===== src/design/mtsl_pkg.sv =====
// ----------------------------------------------------------------------------
// mtsl_pkg
// Shared constants for the sorted-list merge block: command codes and the
// element width.
// ----------------------------------------------------------------------------
package mtsl_pkg;

   localparam int DATA_W = 32;

   localparam logic [1:0] CMD_LOAD_A = 2'd0;
   localparam logic [1:0] CMD_LOAD_B = 2'd1;
   localparam logic [1:0] CMD_MERGE  = 2'd2;

endpackage


===== src/design/merge_two_sorted_lists.sv =====
// ----------------------------------------------------------------------------
// merge_two_sorted_lists
// Loads two ascending lists into two list stores and emits their merge.
// ----------------------------------------------------------------------------
// Each load item produces no result; a load into a full list is dropped. A
// merge item starts a run that emits one value per cycle while the result
// side takes them, count_a + count_b values in all, the last one marked; the
// heads of both lists are read from the two stores in the cycle the merge is
// accepted, and each cycle the store of the emitting side is read at its
// next entry, so the store read latency is hidden. The input is not ready
// again until the final value sits in the output register. On equal heads
// the element of list B goes first. A merge of two empty lists produces
// nothing. Stores are not cleared after reset.
module merge_two_sorted_lists #(
   parameter int LIST_DEPTH = 32
) (
   input  logic                        clock,
   input  logic                        reset,
   input  logic                        req_valid,
   output logic                        req_ready,
   input  logic [1:0]                  req_command,
   input  logic [mtsl_pkg::DATA_W-1:0] req_value,
   output logic                        rsp_valid,
   input  logic                        rsp_ready,
   output logic [mtsl_pkg::DATA_W-1:0] rsp_merged_value,
   output logic                        rsp_last
);
   import mtsl_pkg::*;

   localparam int AW = (LIST_DEPTH > 1) ? $clog2(LIST_DEPTH) : 1;
   localparam int CW = $clog2(LIST_DEPTH + 1);
   localparam logic [CW-1:0] FULL = CW'(LIST_DEPTH);

   localparam logic ST_IDLE  = 1'b0;
   localparam logic ST_MERGE = 1'b1;

   logic              state_ff, state_in;
   logic [CW-1:0]     count_a_ff, count_a_in, count_b_ff, count_b_in;
   logic [CW-1:0]     ia_ff, ia_in, ib_ff, ib_in;
   logic              rsp_valid_ff, rsp_valid_in;
   logic [DATA_W-1:0] rsp_value_ff, rsp_value_in;
   logic              rsp_last_ff, rsp_last_in;

   logic              accept, wr_a, wr_b;
   logic              emit, take_a, emit_last;
   logic [DATA_W-1:0] head_a, head_b;

   assign req_ready = (state_ff == ST_IDLE);
   assign accept    = req_valid & req_ready;
   assign wr_a      = accept && (req_command == CMD_LOAD_A) && (count_a_ff < FULL);
   assign wr_b      = accept && (req_command == CMD_LOAD_B) && (count_b_ff < FULL);

   mtsl_ram #(.ADDR_W(AW)) u_store_a (
      .clock   (clock),
      .wr_en   (wr_a),
      .wr_addr (count_a_ff[AW-1:0]),
      .wr_data (req_value),
      .rd_addr (ia_in[AW-1:0]),
      .rd_data (head_a)
   );

   mtsl_ram #(.ADDR_W(AW)) u_store_b (
      .clock   (clock),
      .wr_en   (wr_b),
      .wr_addr (count_b_ff[AW-1:0]),
      .wr_data (req_value),
      .rd_addr (ib_in[AW-1:0]),
      .rd_data (head_b)
   );

   // During a merge, the store outputs hold the entries at the current pointers.
   assign take_a = (ia_ff < count_a_ff) &&
                   ((ib_ff == count_b_ff) || ($signed(head_a) < $signed(head_b)));
   assign emit   = (state_ff == ST_MERGE) && (!rsp_valid_ff || rsp_ready);
   assign emit_last = take_a ?
      ((CW'(ia_ff + 1'b1) == count_a_ff) && (ib_ff == count_b_ff)) :
      ((CW'(ib_ff + 1'b1) == count_b_ff) && (ia_ff == count_a_ff));

   always_comb begin
      state_in     = state_ff;
      count_a_in   = count_a_ff;
      count_b_in   = count_b_ff;
      ia_in        = ia_ff;
      ib_in        = ib_ff;
      rsp_valid_in = rsp_valid_ff & ~rsp_ready;
      rsp_value_in = rsp_value_ff;
      rsp_last_in  = rsp_last_ff;
      unique case (state_ff)
         ST_IDLE: begin
            if (wr_a) begin
               count_a_in = CW'(count_a_ff + 1'b1);
            end
            if (wr_b) begin
               count_b_in = CW'(count_b_ff + 1'b1);
            end
            if (accept && (req_command == CMD_MERGE) &&
                ((count_a_ff != '0) || (count_b_ff != '0))) begin
               state_in = ST_MERGE;
            end
         end
         ST_MERGE: begin
            if (emit) begin
               rsp_valid_in = 1'b1;
               rsp_value_in = take_a ? head_a : head_b;
               rsp_last_in  = emit_last;
               if (emit_last) begin
                  state_in   = ST_IDLE;
                  ia_in      = '0;
                  ib_in      = '0;
                  count_a_in = '0;
                  count_b_in = '0;
               end else if (take_a) begin
                  ia_in = CW'(ia_ff + 1'b1);
               end else begin
                  ib_in = CW'(ib_ff + 1'b1);
               end
            end
         end
         default: begin
            state_in = ST_IDLE;
         end
      endcase
   end

   always_ff @(posedge clock) begin
      if (reset) begin
         state_ff     <= ST_IDLE;
         count_a_ff   <= '0;
         count_b_ff   <= '0;
         ia_ff        <= '0;
         ib_ff        <= '0;
         rsp_valid_ff <= 1'b0;
      end else begin
         state_ff     <= state_in;
         count_a_ff   <= count_a_in;
         count_b_ff   <= count_b_in;
         ia_ff        <= ia_in;
         ib_ff        <= ib_in;
         rsp_valid_ff <= rsp_valid_in;
      end
      rsp_value_ff <= rsp_value_in;
      rsp_last_ff  <= rsp_last_in;
   end

   assign rsp_valid        = rsp_valid_ff;
   assign rsp_merged_value = rsp_value_ff;
   assign rsp_last         = rsp_last_ff;

`ifndef SYNTH
   a_ptr_in_range: assert property (@(posedge clock) disable iff (reset)
      (ia_ff <= count_a_ff) && (ib_ff <= count_b_ff))
      else $error("merge pointer ran past its list count");

   a_merge_has_work: assert property (@(posedge clock) disable iff (reset)
      (state_ff == ST_MERGE) |-> ((ia_ff < count_a_ff) || (ib_ff < count_b_ff)))
      else $error("merge running with both lists exhausted");

   a_last_clears: assert property (@(posedge clock) disable iff (reset)
      (emit && emit_last) |=> ((count_a_ff == '0) && (count_b_ff == '0) &&
                               (state_ff == ST_IDLE) && rsp_valid_ff && rsp_last_ff))
      else $error("final item did not close the merge");
`endif

endmodule


===== src/design/mtsl_ram.sv =====
// ----------------------------------------------------------------------------
// mtsl_ram
// Simple dual-port list store: one write port and one read port with a
// registered read, so read data appears in the cycle after the address.
// ----------------------------------------------------------------------------
module mtsl_ram #(
   parameter int ADDR_W = 5
) (
   input  logic                        clock,
   input  logic                        wr_en,
   input  logic [ADDR_W-1:0]           wr_addr,
   input  logic [mtsl_pkg::DATA_W-1:0] wr_data,
   input  logic [ADDR_W-1:0]           rd_addr,
   output logic [mtsl_pkg::DATA_W-1:0] rd_data
);
   import mtsl_pkg::*;

   logic [DATA_W-1:0] mem [2**ADDR_W];
   logic [DATA_W-1:0] rd_data_ff;

   always_ff @(posedge clock) begin
      if (wr_en) begin
         mem[wr_addr] <= wr_data;
      end
      rd_data_ff <= mem[rd_addr];
   end

   assign rd_data = rd_data_ff;

endmodule

===== config.mk =====
export PLATFORM = sky130hd
export DESIGN_NAME = merge_two_sorted_lists
export DESIGN_NICKNAME = d
export VERILOG_FILES = /design/src/design/mtsl_pkg.sv /design/src/design/merge_two_sorted_lists.sv /design/src/design/mtsl_ram.sv
export SDC_FILE = /design/constraint.sdc
export NUM_CORES = 2
export LEC_CHECK = 0
export BUFFER_PORTS_ARGS = -buffer_cell sky130_fd_sc_hd__buf_4
export CORE_ASPECT_RATIO = 1.4
export CORE_UTILIZATION = 43
export DETAILED_ROUTE_END_ITERATION = 8
export PLACE_DENSITY = 0.63
export SETUP_SLACK_MARGIN = 0.1
export SYNTH_ARGS = -nofsm -noshare
export SYNTH_HDL_FRONTEND = slang
export SYNTH_SLANG_ARGS = --single-unit
export TNS_END_PERCENT = 100

===== constraint.sdc =====
create_clock -name clock -period 5.2 [get_ports clock]
set_clock_uncertainty 0.1 [all_clocks]
set_input_delay 0.26 -clock clock [delete_from_list [all_inputs] [get_ports clock]]
set_output_delay 0.26 -clock clock [all_outputs]
set_load 0.03 [all_outputs]

==> reports/qor.yml <==
detailed_routing:
  drc: 0
  wirelength_um: 237000
  vias: 51800
  ant_nets: 0
  drt_iter0_drc: 5204
  route.detailed.vias_per_inst: 5.80
  firstDrtPassIters: 6
  routedWlPerCell_um: 26.5
cells_and_area:
  nNetsFinal: 6259
  final_cell_mix: "2081 x edfxtp_1, 1352 x nand2_1, 369 x nand3_1"
  stdcell_count: 8933
  drive_above_1_share_pct: 12.1
  final_common_cell: "edfxtp_1"
  fin_area_mm2: 0.0972
  syn_to_final_growth_pct: 14.3
  final_util_pct: 49.6
global_routing:
  grt_pass1_wl_um: 341000
  grt_max_degree: 89
  grt_overflow: 0
  first_global_vias: 50400
  antenna_found_initial: 8
  grtUsageTotal_pct: 23.3
worst_setup_path:
  r2r_start: "u_store_b.rd_data[27]$_DFF_P_"
  crit_path_end_kind: "register"
  start_kind: "register"
  path_max_fanout: 88
  crit_required_ns: 5.76
  reg2reg_depth: 17
  critPathKind: "register to register"
  worstPathArrival_ns: 5.53
  rrSetupSlack_ns: 0.23
  r2r-end: "u_store_a.rd_data[2]$_DFF_P_"
synth:
  synth_edf_count: 2081
  ys.flop_type: "edfxtp_1"
  syn-cell-area_mm2: 0.0851
  postSynthAreaPerCell_um2: 14.2
  yosysSeqAreaShare_pct: 75.6
  synth_nets: 6061
  yosys_warnings: 0
  synthArstFlopShare_pct: 0
  syn_inst: 5976
  synth-seq-cells: 2171
  synth.distinct_cells: 73
sta:
  layout_setup_ws_ns: 0.234
  fmax_ghz: 0.201
  slew_headroom_pct: 23.1
  report.final.slew_viol_count: 0
  hold_viol: 0
  fin_crit_sh_pct: 95.5
  rsz0062_at_grt: "yes"
  setup_viol: 0
  post-route-min-period_ns: 4.97
  max_slew.worst_pin.slew_ns: 1.14
clocking:
  cts_tree: "done"
  clk_latency_ns: 0.85
  cts_max_level: 4
  clockBufferDepth: 4
  root_buffer: "clkbuf_16"
  cts_buffers: 195
  cts.sinks: 2171
  clk_pin_slew_worst_paths_ns: 0.07
floorplan:
  die_h_um: 528
  pin_count: 73
  start_util_pct: 43.4
  die_area_mm2: 0.200
  rows: 192
  die_w_um: 378
  core_area_mm2: 0.196
placed_design:
  dpl_cell_area_mm2: 0.0905
  post-place-ws_ns: -0.290
  placed_cells: 8548
  dpl.hpwl_um: 139000
  io_buffers: 72
  gp_congestion: 0.885
status:
  status: "finished clean"
worst_hold_path:
  min_to: "count_b_ff[0]$_SDFFE_PP0P_"
  hold_start: "req_valid"
  hold_class: "primary input to register"
  hold_depth: 6
power:
  ir_drop_v: 0.000252
  power.density_mw_per_mm2: 354
  p_leak_nw: 31.9
job:
  drv_cap: 0
## worst max-delay path by stage
stage	cells after the start	slack (ns)	from	end
after floorplan	12	1.30	rsp_valid$_SDFF_PP0_	u_store_b.rd_data[12]$_DFF_P_
after global placement	16	-0.30	u_store_b.rd_data[11]$_DFF_P_	u_store_a.rd_data[23]$_DFF_P_
after detailed placement	16	-0.29	u_store_b.rd_data[11]$_DFF_P_	u_store_a.rd_data[23]$_DFF_P_
after CTS	14	0.11	u_store_b.rd_data[15]$_DFF_P_	u_store_b.rd_data[22]$_DFF_P_
after global routing	15	0.04	u_store_b.rd_data[15]$_DFF_P_	u_store_b.rd_data[22]$_DFF_P_
final	17	0.23	u_store_b.rd_data[27]$_DFF_P_	u_store_a.rd_data[2]$_DFF_P_
## critical path, stage by stage, from the launching register on
cell	delay, ns
dfxtp_1	0.46
inv_1	0.10
ha_1	0.33
nand4_1	0.22
nor4_1	0.37
a21oi_1	0.16
a221oi_4	0.44
a211oi_4	0.10
nand4_1	0.11
buf_4	0.16
buf_4	0.21
and2_4	0.29
buf_16	0.36
buf_4	0.35
nand2_1	0.08
nand3_1	0.10
nand4_1	0.21
nor4_2	0.53
## per-stage QoR
stage | setup TNS, ns | hold slack, ns | total power, mW
after floorplan | 0 | 0.259 | 20.0
after global placement | -1.38 | 0.482 | 20.6
after detailed placement | -1.15 | 0.481 | 20.7
after CTS | 0 | 0.0416 | 34.5
after global routing | 0 | 0.101 | 35.2
final | 0 | 0.123 | 34.4
## routing by layer
layer	global-route usage, %	part of all wire [%]	wire [um]
met2	41.6	52	123000
met5	0	0.0089	21
met4	8.72	3.6	8450
met3	3.01	6.6	15700
met1	28.6	38	89700
## state kept, by name, summed over array words and instances (netlist names)
name               flops
ia_ff                  6
rsp_merged_value      32
rsp_valid              1
rsp_last               1
ib_ff                  6
u_store_a.rd_data     32
state_ff               1
u_store_a.mem       1024
count_a_ff             6
count_b_ff             6
u_store_b.rd_data     32
u_store_b.mem       1024
## synthesized netlist by cell type (all sizes together) (4+ instances only)
cell type / n / area, um2
and2: 4 / 25.0
nand2: 1353 / 5080
clkbuf: 201 / 754
xnor2: 14 / 138
or3: 4 / 25.0
nor3: 49 / 275
dfxtp: 90 / 1800
inv: 49 / 184
a21oi: 26 / 138
buf: 189 / 1070
mux2i: 129 / 1300
a21o: 8 / 61.3
ha: 47 / 588
a32oi: 127 / 1110
o22ai: 64 / 400
and3: 100 / 626
nor4: 72 / 569
o21ai: 45 / 240
nor2: 200 / 753
a211oi: 229 / 1720
a311oi: 126 / 1100
a31oi: 98 / 613
and4: 5 / 43.8
a221oi: 4 / 58.8
nor3b: 32 / 240
o211ai: 35 / 263
nand4: 43 / 269
nand3: 371 / 1860
a22oi: 6 / 55.1
xor2: 9 / 78.8
a22o: 4 / 36.3
edfxtp: 2081 / 62500
nor2b: 134 / 838
## repair_timing
action / 4_1_cts / 5_1_grt
endpoints found under the hold margin: 2061 / 0
setup buffers: 9 / 0
cloned: 1 / 0
setup endpoints to repair: 14 / 21
pin swaps: 3 / 0
hold buffers: 38 / 0
gates resized for setup: 10 / 18
## kinds of logic (layout without fill, tap and decap cells)
kind of cell / Yosys count / after routing / share of synthesized area (%)
fa+ha+maj: 47 / 47 / 0.691
simple gates: 2377 / 2378 / 12.6
compound gates: 787 / 787 / 7.01
other cells: 0 / 3 / 0
xor+xnor: 24 / 24 / 0.281
flops: 2171 / 2171 / 75.6
mux: 130 / 130 / 1.55
buf+inv: 440 / 774 / 2.36
## power breakdown
group          switching, mW  internal, mW
Clock                   6.20          7.85
Sequential            0.0517          19.2
Combinational          0.779         0.259
## cell type report
cell class,instances,area (um2)
fillers,16300,98800
flip-flops and latches,2171,64300
repair buffers,390,3740
multi-input cells,3366,19600
inverters,50,188
well taps,2619,3280
diodes,3,7.51
clock buffers,243,5240
clock inverters,91,851
No activity file was read; power rests on OpenSTA's default activity.
